`config.mk`:
```
export PLATFORM = sky130hd
export DESIGN_NAME = mseu_wb
export DESIGN_NICKNAME = d
export VERILOG_FILES = /design/src/mseu_pkg.sv /design/src/mseu_wb.sv
export SDC_FILE = /design/constraint.sdc
export NUM_CORES = 1
export LEC_CHECK = 0
export BUFFER_PORTS_ARGS = -buffer_cell sky130_fd_sc_hd__buf_2
export CORE_AREA = 2 2 126 128
export DETAILED_ROUTE_END_ITERATION = 10
export DIE_AREA = 0 0 128 130
export RECOVER_POWER = 25
export REMOVE_ABC_BUFFERS = 1
export SETUP_SLACK_MARGIN = 0.2
export SLEW_MARGIN = 20
export SYNTH_ARGS = -nofsm -noshare
export SYNTH_HDL_FRONTEND = slang
export SYNTH_SLANG_ARGS = --single-unit
```
`constraint.sdc`:
```
create_clock -name vclk -period 2.4
set_clock_uncertainty 0.1 [all_clocks]
set_input_delay 0 -clock vclk [all_inputs]
set_output_delay 0 -clock vclk [all_outputs]
set_load 0.02 [all_outputs]
```
`src/mseu_pkg.sv`:
```
// Shared types, opcodes and sizes for the MIPS subset execute unit.
package mseu_pkg;

    // Data memory size in words and the address width that follows from it.
    localparam int DATA_WORDS = 1024;
    localparam int ADDR_W     = $clog2(DATA_WORDS);

    // Limits for the range checks on word offsets and word indexes.
    localparam logic [29:0] WORD_LIMIT = 30'(DATA_WORDS);
    localparam logic [16:0] WIDX_LIMIT = 17'(DATA_WORDS);

    typedef logic [ADDR_W-1:0] addr_t;

    // Input word kinds.
    localparam logic [1:0] KIND_EXEC    = 2'd0;
    localparam logic [1:0] KIND_PRELOAD = 2'd1;
    localparam logic [1:0] KIND_READ    = 2'd2;

    // Primary opcodes.
    localparam logic [5:0] OP_SPECIAL = 6'h00;
    localparam logic [5:0] OP_ADDIU   = 6'h09;
    localparam logic [5:0] OP_SLTIU   = 6'h0B;
    localparam logic [5:0] OP_ANDI    = 6'h0C;
    localparam logic [5:0] OP_ORI     = 6'h0D;
    localparam logic [5:0] OP_LUI     = 6'h0F;
    localparam logic [5:0] OP_LB      = 6'h20;
    localparam logic [5:0] OP_LW      = 6'h23;
    localparam logic [5:0] OP_SB      = 6'h28;
    localparam logic [5:0] OP_SW      = 6'h2B;

    // Function codes of the special opcode.
    localparam logic [5:0] FN_SLL  = 6'h00;
    localparam logic [5:0] FN_SRL  = 6'h02;
    localparam logic [5:0] FN_ADDU = 6'h21;
    localparam logic [5:0] FN_SUBU = 6'h23;
    localparam logic [5:0] FN_AND  = 6'h24;
    localparam logic [5:0] FN_OR   = 6'h25;
    localparam logic [5:0] FN_NOR  = 6'h27;
    localparam logic [5:0] FN_SLTU = 6'h2B;

    // Data memory action carried into the memory stage.
    typedef enum logic [2:0] {
        MACT_NONE,
        MACT_LW,
        MACT_LB,
        MACT_SW,
        MACT_SB,
        MACT_PRELOAD,
        MACT_READ
    } mem_act_t;

    // Execute stage result handed to the memory stage.
    typedef struct packed {
        logic        reg_we;
        logic [4:0]  reg_idx;
        logic [31:0] reg_val;
        mem_act_t    act;
        logic        miss;
        addr_t       mem_addr;
        logic [9:0]  word_idx;
        logic [1:0]  lane;
        logic [31:0] store_val;
    } exec_t;

    // One result word.
    typedef struct packed {
        logic        reg_written;
        logic [4:0]  reg_index;
        logic [31:0] reg_value;
        logic        mem_written;
        logic [9:0]  mem_word_index;
        logic [31:0] mem_word_after;
        logic        out_of_range;
        logic [31:0] read_word;
    } result_t;

    // Register file write request.
    typedef struct packed {
        logic        we;
        logic [4:0]  idx;
        logic [31:0] data;
    } rf_wr_t;

    // Data memory write request.
    typedef struct packed {
        logic        we;
        addr_t       addr;
        logic [31:0] data;
    } dm_wr_t;

endpackage

```
`src/mseu_wb.sv`:
```
// Memory stage: load extraction, store merge, result assembly and the
// write requests for the register file and data memory.
module mseu_wb (
    input  mseu_pkg::exec_t      s2,
    input  logic [31:0]          mem_rdata,
    input  logic                 commit,
    output mseu_pkg::result_t    res,
    output mseu_pkg::rf_wr_t     rf_wr,
    output mseu_pkg::dm_wr_t     dm_wr
);

    logic [7:0]  lane_byte;
    logic [31:0] merged;

    // Big-endian byte lanes: lane zero is bits 31 to 24.
    always_comb
    begin
        unique case (s2.lane)
            2'd0:
            begin
                lane_byte = mem_rdata[31:24];
                merged    = {s2.store_val[7:0], mem_rdata[23:0]};
            end
            2'd1:
            begin
                lane_byte = mem_rdata[23:16];
                merged    = {mem_rdata[31:24], s2.store_val[7:0], mem_rdata[15:0]};
            end
            2'd2:
            begin
                lane_byte = mem_rdata[15:8];
                merged    = {mem_rdata[31:16], s2.store_val[7:0], mem_rdata[7:0]};
            end
            2'd3:
            begin
                lane_byte = mem_rdata[7:0];
                merged    = {mem_rdata[31:8], s2.store_val[7:0]};
            end
        endcase
    end

    // Result word and write requests.
    always_comb
    begin
        res              = '0;
        dm_wr            = '0;
        dm_wr.addr       = s2.mem_addr;
        res.out_of_range = s2.miss;
        if (s2.reg_we)
        begin
            res.reg_written = 1'b1;
            res.reg_index   = s2.reg_idx;
            res.reg_value   = s2.reg_val;
        end
        unique case (s2.act)
            mseu_pkg::MACT_NONE:
            begin
                dm_wr.we = 1'b0;
            end
            mseu_pkg::MACT_LW:
            begin
                if (s2.reg_idx != 5'd0)
                begin
                    res.reg_written = 1'b1;
                    res.reg_index   = s2.reg_idx;
                    res.reg_value   = mem_rdata;
                end
            end
            mseu_pkg::MACT_LB:
            begin
                if (s2.reg_idx != 5'd0)
                begin
                    res.reg_written = 1'b1;
                    res.reg_index   = s2.reg_idx;
                    res.reg_value   = {{24{lane_byte[7]}}, lane_byte};
                end
            end
            mseu_pkg::MACT_SW:
            begin
                res.mem_written    = 1'b1;
                res.mem_word_index = s2.word_idx;
                res.mem_word_after = s2.store_val;
                dm_wr.we           = commit;
                dm_wr.data         = s2.store_val;
            end
            mseu_pkg::MACT_SB:
            begin
                res.mem_written    = 1'b1;
                res.mem_word_index = s2.word_idx;
                res.mem_word_after = merged;
                dm_wr.we           = commit;
                dm_wr.data         = merged;
            end
            mseu_pkg::MACT_PRELOAD:
            begin
                dm_wr.we   = commit;
                dm_wr.data = s2.store_val;
            end
            mseu_pkg::MACT_READ:
            begin
                res.read_word = mem_rdata;
            end
            default:
            begin
                dm_wr.we = 1'b0;
            end
        endcase
        rf_wr.we   = commit && res.reg_written;
        rf_wr.idx  = res.reg_index;
        rf_wr.data = res.reg_value;
    end

endmodule

```
==> metrics.txt <==
run status complete, but fails checks; failing checks max-capacitance violations, max-slew violations; post-synth top area share 12.85%; RSZ-0062 raised after global routing no; fin nets 731; I/O Buffers 302; Hold Crit Endpoint res[68]; yosys warns 0; synthesized cell area 0.002804 mm^2; hold path start s2[37]; Sequential Area 0 um^2; Cells after Synth 368; Startpoint Class input pin; largest net degree at the start of global routing 40; seq_cells 0; Setup-failing EPs final 0; post-DR vias/cell 4.875; final hold viol count 0; Design Area, Final 0.004178 mm^2; Distinct cells, synth 33; Slew HR -18.03%; type of the worst setup path input pin to primary output; WHS Path Cells 3; Total GRT Usage 16.43%; cell with the most instances after synthesis buf_4; Max-Cap Viols 1; synth top area cells buf_4 13%, a22o_1 13%, and2_1 9.6%; Tot Pwr 1.091 mW; global route overflow 0; via count of the routed design roughly 3,900; hpwl dp 12,370 um; WP data required 2300 ps; Tmin final 2102 ps; GPL Wtd Cong just over 0.8; width of the die 128 um; P&R area growth vs syn 49.00%; Die ar. 0.01664 mm^2; Syn Area/Cell about 7.6 um^2; routed length per instance between 15 and 20 um; row count 46; ANT cells 0; First DRT Iteration DRCs 263; crit path launch s2[57]; Cell Count, Final, Fillers Out 792; Worst setup EP type primary output; total I/O pin count 324; Slew Limit Fails 40; initial core utilization a little under a fifth; Post-DRT Antenna Nets 0; worst-path fanout max 32; top post-synthesis cells by count 48 x buf_4, 43 x and2_1, 41 x a22o_1; DRC 0; core box area 0.01542 mm^2; Pre-antenna DRT Iters 4; worst endpoint data arrival time 2000 ps; clock buf count 0; first-pass GRT wire length 21,230 um; Die Y 130 um; Post-DP Area a little over 0.004 mm^2; initial antenna violation count 0; DRT Wirelength roughly 16,000 um; Worst-Margin Slew 1770 ps; CTS resizes 0; Synth area leader buf_4; sequential share of the synthesized area 0%; Final Cycle Share 87.57%; worst hold path class input pin to primary output; Post-CTS Setup Inserts 0; Lkg Pwr 2.438 nW; power density over cell area 261.2 mW/mm^2; share of layout cells above drive strength 1 53.17%; placed cell count just under 800; vias in the first global route 3,233; Achievable Freq 0.4758 GHz; Max VDD drop 0.08998 mV; Hold-fix buffers, CTS 11
worst max-delay path, stage by stage:
cell and delay, ps:
buf_2 170, inv_1 130, nor3b_2 170, clkbuf_1 1020, and2_1 240, clkbuf_1 260
cell type report:
cell class / instances / area, um^2
timing repair buffer: 328 / 1719
inverter: 1 / 3.754
multi-input combinational: 271 / 2215
fill: 1719 / 11250
tap: 192 / 240.2
metrics by stage:
stage | hold slack, ps | utilization, % | setup WS [ps] | TNS (ps)
final | 215.5 | 27.08 | 298.2 | 0
after global routing | 227.1 | 27.08 | 170.7 | 0
after CTS | 215.7 | 27.26 | 383.0 | 0
after detailed placement | -99.75 | 26.55 | 387.2 | 0
after global placement | -99.75 | 26.55 | 381.6 | 0
after floorplan | -100.0 | - | -180.2 | -11270
worst max-delay path by stage:
| stage | slack [ps] | cells past startpoint | to |
|---|---|---|---|
| finish | 300 | 6 | res[28] |
| global route | 170 | 6 | res[30] |
| CTS | 380 | 5 | res[83] |
| detailed placement | 390 | 5 | res[83] |
| global placement | 380 | 5 | rf_wr[7] |
| floorplan | -180 | 3 | res[76] |
layout by cell type (no fill, tap or decap), types with 2 or more instances in the layout:
master and instances:
a22o_1 41, dlygate4sd3_1 11, buf_4 13, clkbuf_1 20
o211a_1 15, xor2_1 2, a32o_1 25, and2_0 13
a311o_1 7, nand2_1 19, nor3b_2 3, a21o_1 16
buf_2 283, a21oi_1 9, or3b_2 7, o21ai_0 24
or3b_1 2, mux2i_1 16, nand2b_1 3, o2bb2ai_1 16
and2_1 30, o21a_1 5, mux4_2 8
report_power, final:
group | total [mW] | internal (mW) | leakage (nW) | switching, mW
Sequential | 0 | 0 | 0 | 0
Combinational | 1.09 | 0.402 | 2.44 | 0.689
Clock | 0 | 0 | 0 | 0
Total | 1.09 | 0.402 | 2.44 | 0.689
cell families after synthesis:
family,share of synthesized area [%]
buf+inv,21.55
mux,12.14
simple gates,17.85
xor+xnor,0.6248
compound gates,47.84
routing by layer:
layer	wire, um	GRT usage [%]	vias up
met5	0	0	-
met4	17	0.3232	0
met3	893	1.230	2
met2	7309	26.20	157
met1	7527	25.46	1865
li1	-	-	1837
Note: power is estimated with default switching activity, not from simulation.
