File: src/mseu_pkg.sv
// Shared types, opcodes and sizes for the MIPS subset execute unit.
package mseu_pkg;

    // Data memory size in words and the address width that follows from it.
    localparam int DATA_WORDS = 1024;
    localparam int ADDR_W     = $clog2(DATA_WORDS);

    // Limits for the range checks on word offsets and word indexes.
    localparam logic [29:0] WORD_LIMIT = 30'(DATA_WORDS);
    localparam logic [16:0] WIDX_LIMIT = 17'(DATA_WORDS);

    typedef logic [ADDR_W-1:0] addr_t;

    // Input word kinds.
    localparam logic [1:0] KIND_EXEC    = 2'd0;
    localparam logic [1:0] KIND_PRELOAD = 2'd1;
    localparam logic [1:0] KIND_READ    = 2'd2;

    // Primary opcodes.
    localparam logic [5:0] OP_SPECIAL = 6'h00;
    localparam logic [5:0] OP_ADDIU   = 6'h09;
    localparam logic [5:0] OP_SLTIU   = 6'h0B;
    localparam logic [5:0] OP_ANDI    = 6'h0C;
    localparam logic [5:0] OP_ORI     = 6'h0D;
    localparam logic [5:0] OP_LUI     = 6'h0F;
    localparam logic [5:0] OP_LB      = 6'h20;
    localparam logic [5:0] OP_LW      = 6'h23;
    localparam logic [5:0] OP_SB      = 6'h28;
    localparam logic [5:0] OP_SW      = 6'h2B;

    // Function codes of the special opcode.
    localparam logic [5:0] FN_SLL  = 6'h00;
    localparam logic [5:0] FN_SRL  = 6'h02;
    localparam logic [5:0] FN_ADDU = 6'h21;
    localparam logic [5:0] FN_SUBU = 6'h23;
    localparam logic [5:0] FN_AND  = 6'h24;
    localparam logic [5:0] FN_OR   = 6'h25;
    localparam logic [5:0] FN_NOR  = 6'h27;
    localparam logic [5:0] FN_SLTU = 6'h2B;

    // Data memory action carried into the memory stage.
    typedef enum logic [2:0] {
        MACT_NONE,
        MACT_LW,
        MACT_LB,
        MACT_SW,
        MACT_SB,
        MACT_PRELOAD,
        MACT_READ
    } mem_act_t;

    // Execute stage result handed to the memory stage.
    typedef struct packed {
        logic        reg_we;
        logic [4:0]  reg_idx;
        logic [31:0] reg_val;
        mem_act_t    act;
        logic        miss;
        addr_t       mem_addr;
        logic [9:0]  word_idx;
        logic [1:0]  lane;
        logic [31:0] store_val;
    } exec_t;

    // One result word.
    typedef struct packed {
        logic        reg_written;
        logic [4:0]  reg_index;
        logic [31:0] reg_value;
        logic        mem_written;
        logic [9:0]  mem_word_index;
        logic [31:0] mem_word_after;
        logic        out_of_range;
        logic [31:0] read_word;
    } result_t;

    // Register file write request.
    typedef struct packed {
        logic        we;
        logic [4:0]  idx;
        logic [31:0] data;
    } rf_wr_t;

    // Data memory write request.
    typedef struct packed {
        logic        we;
        addr_t       addr;
        logic [31:0] data;
    } dm_wr_t;

endpackage

File: src/mseu_exec.sv
// Execute stage: decode, integer ALU, effective address and range checks.
module mseu_exec (
    input  logic [1:0]           kind,
    input  logic [31:0]          instruction,
    input  logic [9:0]           word_index,
    input  logic [31:0]          word_value,
    input  logic [31:0]          rs_val,
    input  logic [31:0]          rt_val,
    input  logic [31:0]          data_base,
    output mseu_pkg::exec_t      ex
);

    logic [5:0]         opcode;
    logic [5:0]         funct;
    logic [4:0]         rd;
    logic [4:0]         rt;
    logic [4:0]         shamt;
    logic [15:0]        imm16;
    logic [31:0]        imm_se;
    logic [31:0]        imm_ze;
    logic [31:0]        offset;
    logic               word_in_range;
    logic               widx_in_range;
    logic               alu_ok;
    logic [31:0]        alu_r;
    logic [4:0]         alu_dst;
    logic               is_mem;
    mseu_pkg::mem_act_t mem_act;

    assign opcode = instruction[31:26];
    assign funct  = instruction[5:0];
    assign rd     = instruction[15:11];
    assign rt     = instruction[20:16];
    assign shamt  = instruction[10:6];
    assign imm16  = instruction[15:0];
    assign imm_se = {{16{imm16[15]}}, imm16};
    assign imm_ze = {16'd0, imm16};

    // Byte offset into data memory, wrapping modulo 2^32.
    assign offset        = rs_val + imm_se - data_base;
    assign word_in_range = offset[31:2] < mseu_pkg::WORD_LIMIT;
    assign widx_in_range = 17'(word_index) < mseu_pkg::WIDX_LIMIT;

    // Decode and ALU.
    always_comb
    begin
        alu_ok  = 1'b0;
        alu_r   = 32'd0;
        alu_dst = rt;
        is_mem  = 1'b0;
        mem_act = mseu_pkg::MACT_NONE;
        if (opcode == mseu_pkg::OP_SPECIAL)
        begin
            alu_dst = rd;
            alu_ok  = 1'b1;
            unique case (funct)
                mseu_pkg::FN_ADDU: alu_r = rs_val + rt_val;
                mseu_pkg::FN_SUBU: alu_r = rs_val - rt_val;
                mseu_pkg::FN_AND:  alu_r = rs_val & rt_val;
                mseu_pkg::FN_OR:   alu_r = rs_val | rt_val;
                mseu_pkg::FN_NOR:  alu_r = ~(rs_val | rt_val);
                mseu_pkg::FN_SLTU: alu_r = {31'd0, rs_val < rt_val};
                mseu_pkg::FN_SLL:  alu_r = rt_val << shamt;
                mseu_pkg::FN_SRL:  alu_r = rt_val >> shamt;
                default:           alu_ok = 1'b0;
            endcase
        end
        else
        begin
            unique case (opcode)
                mseu_pkg::OP_ADDIU:
                begin
                    alu_ok = 1'b1;
                    alu_r  = rs_val + imm_se;
                end
                mseu_pkg::OP_ANDI:
                begin
                    alu_ok = 1'b1;
                    alu_r  = rs_val & imm_ze;
                end
                mseu_pkg::OP_ORI:
                begin
                    alu_ok = 1'b1;
                    alu_r  = rs_val | imm_ze;
                end
                mseu_pkg::OP_LUI:
                begin
                    alu_ok = 1'b1;
                    alu_r  = {imm16, 16'd0};
                end
                mseu_pkg::OP_SLTIU:
                begin
                    alu_ok = 1'b1;
                    alu_r  = {31'd0, rs_val < imm_se};
                end
                mseu_pkg::OP_LW:
                begin
                    is_mem  = 1'b1;
                    mem_act = mseu_pkg::MACT_LW;
                end
                mseu_pkg::OP_LB:
                begin
                    is_mem  = 1'b1;
                    mem_act = mseu_pkg::MACT_LB;
                end
                mseu_pkg::OP_SW:
                begin
                    is_mem  = 1'b1;
                    mem_act = mseu_pkg::MACT_SW;
                end
                mseu_pkg::OP_SB:
                begin
                    is_mem  = 1'b1;
                    mem_act = mseu_pkg::MACT_SB;
                end
                default:
                begin
                    alu_ok = 1'b0;
                end
            endcase
        end
    end

    // Assemble the stage result for the word kind at hand.
    always_comb
    begin
        ex     = '0;
        ex.act = mseu_pkg::MACT_NONE;
        unique case (kind)
            mseu_pkg::KIND_EXEC:
            begin
                if (alu_ok && alu_dst != 5'd0)
                begin
                    ex.reg_we  = 1'b1;
                    ex.reg_idx = alu_dst;
                    ex.reg_val = alu_r;
                end
                if (is_mem)
                begin
                    if (word_in_range)
                    begin
                        ex.act       = mem_act;
                        ex.mem_addr  = offset[mseu_pkg::ADDR_W+1:2];
                        ex.word_idx  = offset[11:2];
                        ex.lane      = offset[1:0];
                        ex.reg_idx   = rt;
                        ex.store_val = rt_val;
                    end
                    else
                    begin
                        ex.miss = 1'b1;
                    end
                end
            end
            mseu_pkg::KIND_PRELOAD:
            begin
                if (widx_in_range)
                begin
                    ex.act       = mseu_pkg::MACT_PRELOAD;
                    ex.mem_addr  = mseu_pkg::addr_t'(word_index);
                    ex.store_val = word_value;
                end
                else
                begin
                    ex.miss = 1'b1;
                end
            end
            mseu_pkg::KIND_READ:
            begin
                if (widx_in_range)
                begin
                    ex.act      = mseu_pkg::MACT_READ;
                    ex.mem_addr = mseu_pkg::addr_t'(word_index);
                end
                else
                begin
                    ex.miss = 1'b1;
                end
            end
            default:
            begin
                ex.miss = 1'b0;
            end
        endcase
    end

endmodule

File: config.mk
export PLATFORM = sky130hd
export DESIGN_NAME = mseu_exec
export DESIGN_NICKNAME = d
export VERILOG_FILES = /design/src/mseu_pkg.sv /design/src/mseu_exec.sv
export SDC_FILE = /design/constraint.sdc
export NUM_CORES = 1
export LEC_CHECK = 0
export BUFFER_PORTS_ARGS = -buffer_cell sky130_fd_sc_hd__buf_2
export CAP_MARGIN = 15
export CORE_MARGIN = 2
export CORE_UTILIZATION = 45
export DETAILED_ROUTE_END_ITERATION = 16
export PLACE_DENSITY = 0.74
export SLEW_MARGIN = 20
export SYNTH_ARGS = -nofsm -noshare
export SYNTH_HDL_FRONTEND = slang
export SYNTH_SLANG_ARGS = --single-unit
File: constraint.sdc
create_clock -name vclk -period 16.3
set_input_delay 2.445 -clock vclk [all_inputs]
set_output_delay 2.445 -clock vclk [all_outputs]
set_load 0.005 [all_outputs]
==> results of run 1 <==
[final timing paths]
kind      startpoint     end
min   word_value[11]  ex[11]
max   instruction[1]  ex[35]
[layout make-up]
cell class,count,share of cell area (%)
inverters,179,4.30
multi-input cells,1889,83.0
diodes,1,0.0160
repair buffers,286,9.53
well taps,396,3.17
[cells by family (layout without fill, tap and decap cells)]
logic type	Yosys count	in the layout
buffers and inverters	315	465
multiplexers	95	95
XOR/XNOR	69	69
AO/OA/AOI/OAI	843	843
other	0	1
AND/OR/NAND/NOR	669	669
adder cells (fa/ha/maj)	213	213
[synthesized netlist by cell type (25+ instances only)]
cell | number | area share [%]
a211oi_1 | 32 | 1.7
a21o_1 | 30 | 1.6
a21oi_1 | 252 | 8.9
a221oi_1 | 52 | 3.2
clkbuf_1 | 112 | 3.0
ha_1 | 209 | 18
inv_1 | 176 | 4.7
mux2i_1 | 80 | 5.7
nand2_1 | 190 | 5.0
nand3_1 | 28 | 0.99
nor2_1 | 217 | 5.8
nor2b_1 | 26 | 1.2
nor3_1 | 74 | 2.6
o21ai_0 | 221 | 7.8
o21bai_1 | 27 | 1.4
xnor2_1 | 44 | 2.7
xor2_1 | 25 | 1.5
[layer usage]
layer | part of all wire [%] | routed length [um]
met5 | 0 | 0
met4 | 4.7 | 3130
met1 | 41 | 27300
met3 | 10 | 6590
met2 | 44 | 29000
[stage by stage]
step           cell area [um2]  hold slack [ns]
2_1_floorplan            14100             4.95
3_3_place_gp             15600             5.16
3_5_place_dp             15600             5.16
4_1_cts                  15600             5.16
5_1_grt                  15600             5.17
6_report                 15600             5.16
[power groups by stage]
stage	logic (uW)	registers [uW]	clock network (uW)
2_1_floorplan	472	0	0
5_1_grt	758	0	0.00000821
3_5_place_dp	679	0	0
6_report	704	0	0.00000821
3_3_place_gp	671	0	0
4_1_cts	682	0	0
==> results.json, run 1 <==
{
  "status": "completed",
  "cts-hold-fix-buffers": 0,
  "end_kind": "output port",
  "cp_common_cell": "nor2b_1",
  "yosys_warnings": 0,
  "post_cts_buffers": 0,
  "drt-total-wl_um": 66100,
  "io_pins": 268,
  "initial_core_util_pct": 46.0,
  "crit_required_ns": 13.86,
  "gr-usage-met1_pct": 51.0,
  "crit_type": "in -> out",
  "dpl.hpwl_um": 53900,
  "synth_top_family_by_area": "compound AO/OA/AOI/OAI gates",
  "final_core_util_pct": 50.8,
  "synth_xor_xnor_area_share_pct": 4.27,
  "num_rows": 64,
  "grt_max_degree": 74,
  "drv_cap": 0,
  "num_vias": 18147,
  "placed_cells": 2750,
  "avgSynthCellArea_um2": 6.42,
  "netlist_instances": 2204,
  "grt_overflow": 0,
  "crit_cells": 25,
  "slowest_stage": "buf_2",
  "seq_power_share_pct": 0,
  "syn2layout_area_growth_pct": 10.4,
  "fmax_ghz": 0.0792,
  "grtUsageMet3_pct": 4.50,
  "hold_path_class": "in -> out",
  "drt_first_pass_iters": 6,
  "dieHeight_um": 181,
  "switching_share_pct": 64.7,
  "crit_family": "simple AND/OR/NAND/NOR gates",
  "finalSetupViolCount": 0,
  "critPathBufInv": 3,
  "combPwrFrac_pct": 100.0,
  "met2_usage_pct": 61.9,
  "synth-simple-area-share_pct": 22.0,
  "cp.arrival_ns": 10.18,
  "pre_cts_ws_ns": 3.96,
  "leakage_uw": 0.00733,
  "numSequentialCells": 0,
  "min_period_ns": 12.63,
  "fin_setup_tns_ns": 0,
  "period_share_pct": 77.5,
  "synth-seq-area-share_pct": 0,
  "antenna_found_initial": 1,
  "synth_compound_area_share_pct": 38.4,
  "dr.first_iter.drc_count": 2084,
  "crit_path_start_kind": "input port",
  "remaining_drc_errors": 0,
  "grt_pass1_vias": 16878,
  "synth_area_um2": 14100,
  "ff_latch_area_um2": 0,
  "slew_violations": 0,
  "worstMarginPinSlew_ns": 1.13,
  "p_switching_uw": 456,
  "ir_drop_uv": 20.7,
  "power_density_nw_per_um2": 45.1,
  "grt_usage_pct": 38.1,
  "clkbuf_count": 0,
  "multi_input_area_um2": 13000,
  "rsz0062_at_grt": "false",
  "final_cell_mix": "buf_2, a21oi_1, o21ai_0",
  "routabilityCongestion": 1.08,
  "fin_ws_ns": 3.67,
  "post_route_cells_drive_above_1_share_pct": 15.8,
  "synthAdderAreaFrac_pct": 19.1,
  "fp.dieArea_um2": 32900,
  "cp_max_fo": 45,
  "core_area_um2": 30700,
  "synth.distinct_cells": 85,
  "final_common_cell": "buf_2",
  "grt_pass1_wl_um": 98600,
  "cpPeakStageDelay_ns": 0.76,
  "slew_headroom_pct": 24.0,
  "fin_nets": 2741,
  "nFillCells": 3223,
  "finalHoldViolations": 0,
  "portBuffers": 263,
  "holdPathStages": 4,
  "muxShareOfSynthArea_pct": 7.65,
  "p_int_uw": 248,
  "via_per_inst": 6.60,
  "wl_per_cell_um": 24.0,
  "p_clk_share_pct": 0,
  "total_power_uw": 704,
  "final_cells": 2751,
  "die_w_um": 181,
  "drtAntennaViolNets": 0,
  "cts_resized": 0,
  "gr-max-usage-layer": "met2",
  "synth_fp_nets": 2589
}
Power figures use the tool's default switching activity.
==> run 2, diff against run 1 <==
Settings changed: ABC_AREA set to 1, PLACE_DENSITY 0.74 to 0.76.
Clock period 16.3 ns to 10.17 ns, I/O delays scaled along.
==> run 2 against run 1 <==
  * Global-route usage up 2.1 points
  * Die area up 6.8%
  * Wire length increased by 12%
  * Sequential share of layout area unchanged
  * Cell count up 28%
  * Utilization is 0.60 points lower
  * Highest routed layer unchanged
  * Critical path depth up 2
  * Non-clock buffer count shrank 3
  * Via count rose by 15%
  * Flip-flop and latch count unchanged
  * Hold slack worse by 1.8 ns
  * Design area grew 6.9%
==> results.json, run 2 <==
{
  "antenna_found_initial": 0,
  "period_share_pct": 85.0,
  "num_vias": 20780,
  "slowest_stage": "o21ai_0",
  "synth_top_area_share_pct": 18.2,
  "die_w_um": 187,
  "numSequentialCells": 0,
  "dpl.hpwl_um": 61900,
  "routabilityCongestion": 1.11,
  "initial_core_util_pct": 45.4,
  "status": "completed",
  "grt_usage_pct": 40.2,
  "post_route_cells_drive_above_1_share_pct": 11.3,
  "via_per_inst": 5.92,
  "cts-hold-fix-buffers": 0,
  "cp_common_cell": "nand2_1",
  "synth_fp_nets": 3274,
  "wl_per_cell_um": 21.2,
  "fin_setup_tns_ns": 0,
  "synthTopCellsByCount": "nand2_1, inv_1, nor2_1",
  "synth-seq-area-share_pct": 0,
  "holdPathStages": 4,
  "final_common_cell": "nand2_1",
  "slew_headroom_pct": 26.3,
  "cp_max_fo": 35,
  "synth_area_um2": 15100,
  "portBuffers": 263,
  "crit_required_ns": 8.64,
  "finalHoldViolations": 0,
  "grt_pass1_wl_um": 110000,
  "syn2layout_area_growth_pct": 10.4,
  "post_cts_buffers": 0,
  "remaining_drc_errors": 0,
  "slew_violations": 0,
  "dr.first_iter.drc_count": 2274,
  "yosys-top-cells-area": "nand2_1, ha_1, inv_1",
  "crit_path_start_kind": "input port",
  "hold_path_class": "in -> out",
  "min_period_ns": 8.64,
  "fin_nets": 3448,
  "finalSetupViolCount": 0,
  "yosys_warnings": 0,
  "grt_max_degree": 74,
  "drt_first_pass_iters": 6,
  "critPathBufInv": 4,
  "worstMarginPinSlew_ns": 1.10,
  "ff_latch_area_um2": 0,
  "yosysMostFrequentCell": "nand2_1",
  "grt_overflow": 0,
  "drtAntennaViolNets": 0,
  "dieHeight_um": 187,
  "grt_pass1_vias": 18669,
  "drv_cap": 0,
  "cpPeakStageDelay_ns": 0.49,
  "cp.arrival_ns": 7.12,
  "netlist_instances": 2889,
  "core_area_um2": 33300,
  "fp.dieArea_um2": 35100,
  "clkbuf_count": 0,
  "io_pins": 268,
  "crit_family": "simple AND/OR/NAND/NOR gates",
  "final_cell_mix": "nand2_1, inv_1, nor2_1",
  "num_rows": 67,
  "holdPathEnd": "ex[11]",
  "fmax_ghz": 0.116,
  "drt-total-wl_um": 74400,
  "synth_area_leader_cell": "nand2_1",
  "worstHoldStart": "word_value[11]",
  "crit_type": "in -> out",
  "synth.distinct_cells": 63,
  "cts_resized": 0,
  "avgSynthCellArea_um2": 5.24,
  "rsz0062_at_grt": "false",
  "end_kind": "output port"
}
-- run 2: cell types whose count changed after synthesis, sizes merged, moves of 26 or more --
| cell | previous run | this run |
|---|---|---|
| xnor2 | 44 | 14 |
| nor3 | 75 | 44 |
| a221oi | 53 | 14 |
| nand3 | 28 | 134 |
| nand2 | 190 | 745 |
| nor2 | 217 | 317 |
| mux2i | 80 | 12 |
| nor2b | 26 | 0 |
| o21ai | 244 | 280 |
| clkbuf | 112 | 83 |
| inv | 177 | 436 |
-- run 2: layout make-up --
type,count,area [um2]
Inverter,441,1660
Tap cell,448,561
Timing Repair Buffer,283,1470
Fill cell,3744,16600
Antenna cell,1,2.50
Multi-Input combinational cell,2337,13000
-- run 2: worst max-delay path by stage --
| stage | startpoint | to | slack, ns | cells past startpoint |
|---|---|---|---|---|
| after CTS | instruction[0] | ex[31] | 1.56 | 27 |
| after global routing | instruction[3] | ex[31] | 0.86 | 30 |
| after global placement | instruction[0] | ex[31] | 1.64 | 27 |
| final | instruction[0] | ex[31] | 1.53 | 27 |
| after floorplan | instruction[9] | ex[52] | 2.80 | 30 |
| after detailed placement | instruction[0] | ex[31] | 1.58 | 27 |
-- run 2: routing by layer --
metal,wire length [um],vias to the layer above,track usage [%]
met2,31600,1308,62.8
met5,0,-,0
met4,6450,0,29.4
met3,8130,298,6.77
li1,-,9893,-
met1,28200,9281,49.7
-- run 2: cells by family after synthesis --
group           after synthesis  synth area share (%)
compound gates              739                  27.9
xor+xnor                     46                  2.66
fa+ha+maj                   213                  17.8
buf+inv                     552                  14.0
mux                          12                 0.794
simple gates               1327                  36.8
-- run 2: metrics by stage --
step | setup WS (ns) | hold slack (ns) | cells | cell area, um2 | utilization (%)
floorplan | 2.80 | 3.11 | 2889 | 15100 | -
global placement | 1.64 | 3.32 | 3509 | 16700 | 50.2
detailed placement | 1.58 | 3.33 | 3509 | 16700 | 50.2
CTS | 1.56 | 3.33 | 3509 | 16700 | 50.2
global route | 0.862 | 3.34 | 3509 | 16700 | 50.2
finish | 1.53 | 3.33 | 3510 | 16700 | 50.2
==> run 3, diff against run 2 <==
Settings changed: ABC_AREA 1 to 0, PLACE_DENSITY 0.76 to 0.77.
Clock period 10.17 ns to 7 ns, I/O delays scaled along.
==> run 3 against run 2 <==
  * Sequential share of layout area unchanged
  * Hold slack worse by 0.96 ns
  * Utilization rose by 13 points
  * Design area rose by 16%
  * Flip-flop and latch count unchanged
  * Global-route usage rose by 2.4 points
  * The flow now finishes with violations (setup timing)
  * Critical path depth grew 1
  * First-iteration DRC count is 11% higher
  * Count of clock-buffer cells in the layout unchanged
==> results.json, run 3 (same netlist as run 1, synthesis figures left out) <==
{
  "status": "finished, violations left",
  "final_common_cell": "buf_4",
  "finalHoldViolations": 0,
  "fp.dieArea_um2": 32900,
  "grt_overflow": 0,
  "n_antenna_cell": 0,
  "core_area_um2": 30700,
  "dr_wl_met3_um": 7810,
  "crit_required_ns": 5.95,
  "drtAntennaViolNets": 0,
  "worstMarginPinSlew_ns": 1.02,
  "drt_first_pass_iters": 9,
  "crit_path_start_kind": "input port",
  "wl_met1_um": 29300,
  "hold_path_class": "in -> out",
  "clkbuf_count": 0,
  "nFillCells": 2802,
  "syn2layout_area_growth_pct": 36.9,
  "post_route_cells_drive_above_1_share_pct": 31.0,
  "holdWs_ns": 2.37,
  "power_density_nw_per_um2": 121,
  "leakage_uw": 0.00920,
  "finalSetupViolCount": 63,
  "via_per_inst": 6.47,
  "slew_violations": 0,
  "placed_cells": 3043,
  "dpl.hpwl_um": 59900,
  "grt_usage_pct": 42.6,
  "initial_core_util_pct": 46.0,
  "drt-total-wl_um": 75600,
  "end_kind": "output port",
  "num_vias": 19930,
  "fmax_ghz": 0.135,
  "pre_cts_ws_ns": -0.503,
  "numSequentialCells": 0,
  "grt_max_degree": 72,
  "cts-hold-fix-buffers": 0,
  "cp.arrival_ns": 6.38,
  "cp_common_cell": "buf_6",
  "min_period_ns": 7.43,
  "rsz0062_at_grt": "true",
  "period_share_pct": 106,
  "fin_ws_ns": -0.431,
  "antenna_found_initial": 1,
  "num_rows": 64,
  "top_layer": "met5",
  "dr.first_iter.drc_count": 2532,
  "violations": "setup timing",
  "slew_headroom_pct": 31.6,
  "crit_type": "in -> out",
  "ff_latch_area_um2": 0,
  "cp_max_fo": 5,
  "io_pins": 268,
  "grt_pass1_vias": 18811,
  "setup.worst_path.start": "rs_val[0]",
  "final_cells": 3078,
  "drv_cap": 0,
  "crit_end": "ex[52]",
  "grt_pass1_wl_um": 109000,
  "final_cell_mix": "buf_4, buf_2, a21oi_1",
  "ir_drop_uv": 58.5,
  "wl_met2_um": 33600,
  "routabilityCongestion": 1.07,
  "wl_per_cell_um": 24.6,
  "multi_input_area_um2": 13900,
  "portBuffers": 263,
  "die_w_um": 181,
  "fin_nets": 3069,
  "remaining_drc_errors": 0,
  "dieHeight_um": 181,
  "slowest_stage": "or4_4",
  "cpPeakStageDelay_ns": 0.51
}
==> run 3: cell count changes in the layout (fill, tap and decap cells not counted), sizes merged, moves of 21 or more <==
cell	previous run	this run
o21ai	280	244
nor2b	0	26
a221oi	14	53
mux2i	12	80
buf	283	611
inv	436	176
a31oi	30	7
nand2	745	190
nor3	44	75
a21o	9	30
xnor2	14	44
nand3	134	28
nor2	317	217
==> run 3: routing by layer <==
layer / global-route usage (%) / up-vias
met5: 0 / -
met4: 21.7 / 2
met3: 7.62 / 315
met2: 70.1 / 1341
met1: 53.2 / 9271
li1: - / 9001
==> run 3: worst min path at each step <==
stage                     cells after the start      to          start  slack (ns)
after floorplan                               1  ex[55]        kind[1]        2.16
after global placement                        4   ex[7]  word_value[7]        2.37
after detailed placement                      4   ex[1]  word_value[1]        2.37
after CTS                                     4   ex[1]  word_value[1]        2.37
after global routing                          4   ex[7]  word_value[7]        2.38
final                                         4  ex[49]  word_index[5]        2.37
==> run 3: cell type report <==
cell class	count	share of cell area [%]
inverter	179	3.63
tap	396	2.56
timing repair buffer	614	21.9
multi-input combinational	1889	71.9
==> run 3: timing repair <==
| item | CTS | global route |
|---|---|---|
| endpoints found under the setup margin | 63 | 63 |
| setup buffers | 17 | 14 |
| resized for setup | 130 | 96 |
| pin swaps | 33 | 39 |
| cloned | 2 | 2 |
| endpoints found under the hold margin | 0 | 0 |
==> run 3: per-stage QoR <==
stage / cell area, um2 / setup TNS (ns) / util, % / power (uW)
after CTS: 18800 / -6.32 / 61.0 / 2150
after global placement: 18000 / -22.08 / 58.5 / 2010
after global routing: 19400 / -34.32 / 63.0 / 2470
after detailed placement: 18000 / -26.35 / 58.5 / 2040
after floorplan: 14400 / -2.68 / - / 1130
final: 19400 / -20.48 / 63.0 / 2340
==> run 3: critical path, delay by kind of cell <==
family,cells,cell delay (ns)
AO/OA/AOI/OAI,9,1.91
XOR/XNOR,1,0.25
adder cells (fa/ha/maj),3,0.82
buffers and inverters,8,1.03
AND/OR/NAND/NOR,7,1.32
==> run 3: power by group <==
| group | internal (uW) | leakage [uW] | total (uW) | switching [uW] |
|---|---|---|---|---|
| clock network | 0 | 0 | 0 | 0 |
| logic | 1020 | 0.00920 | 2340 | 1320 |
| registers | 0 | 0 | 0 | 0 |
| total | 1020 | 0.00920 | 2340 | 1320 |
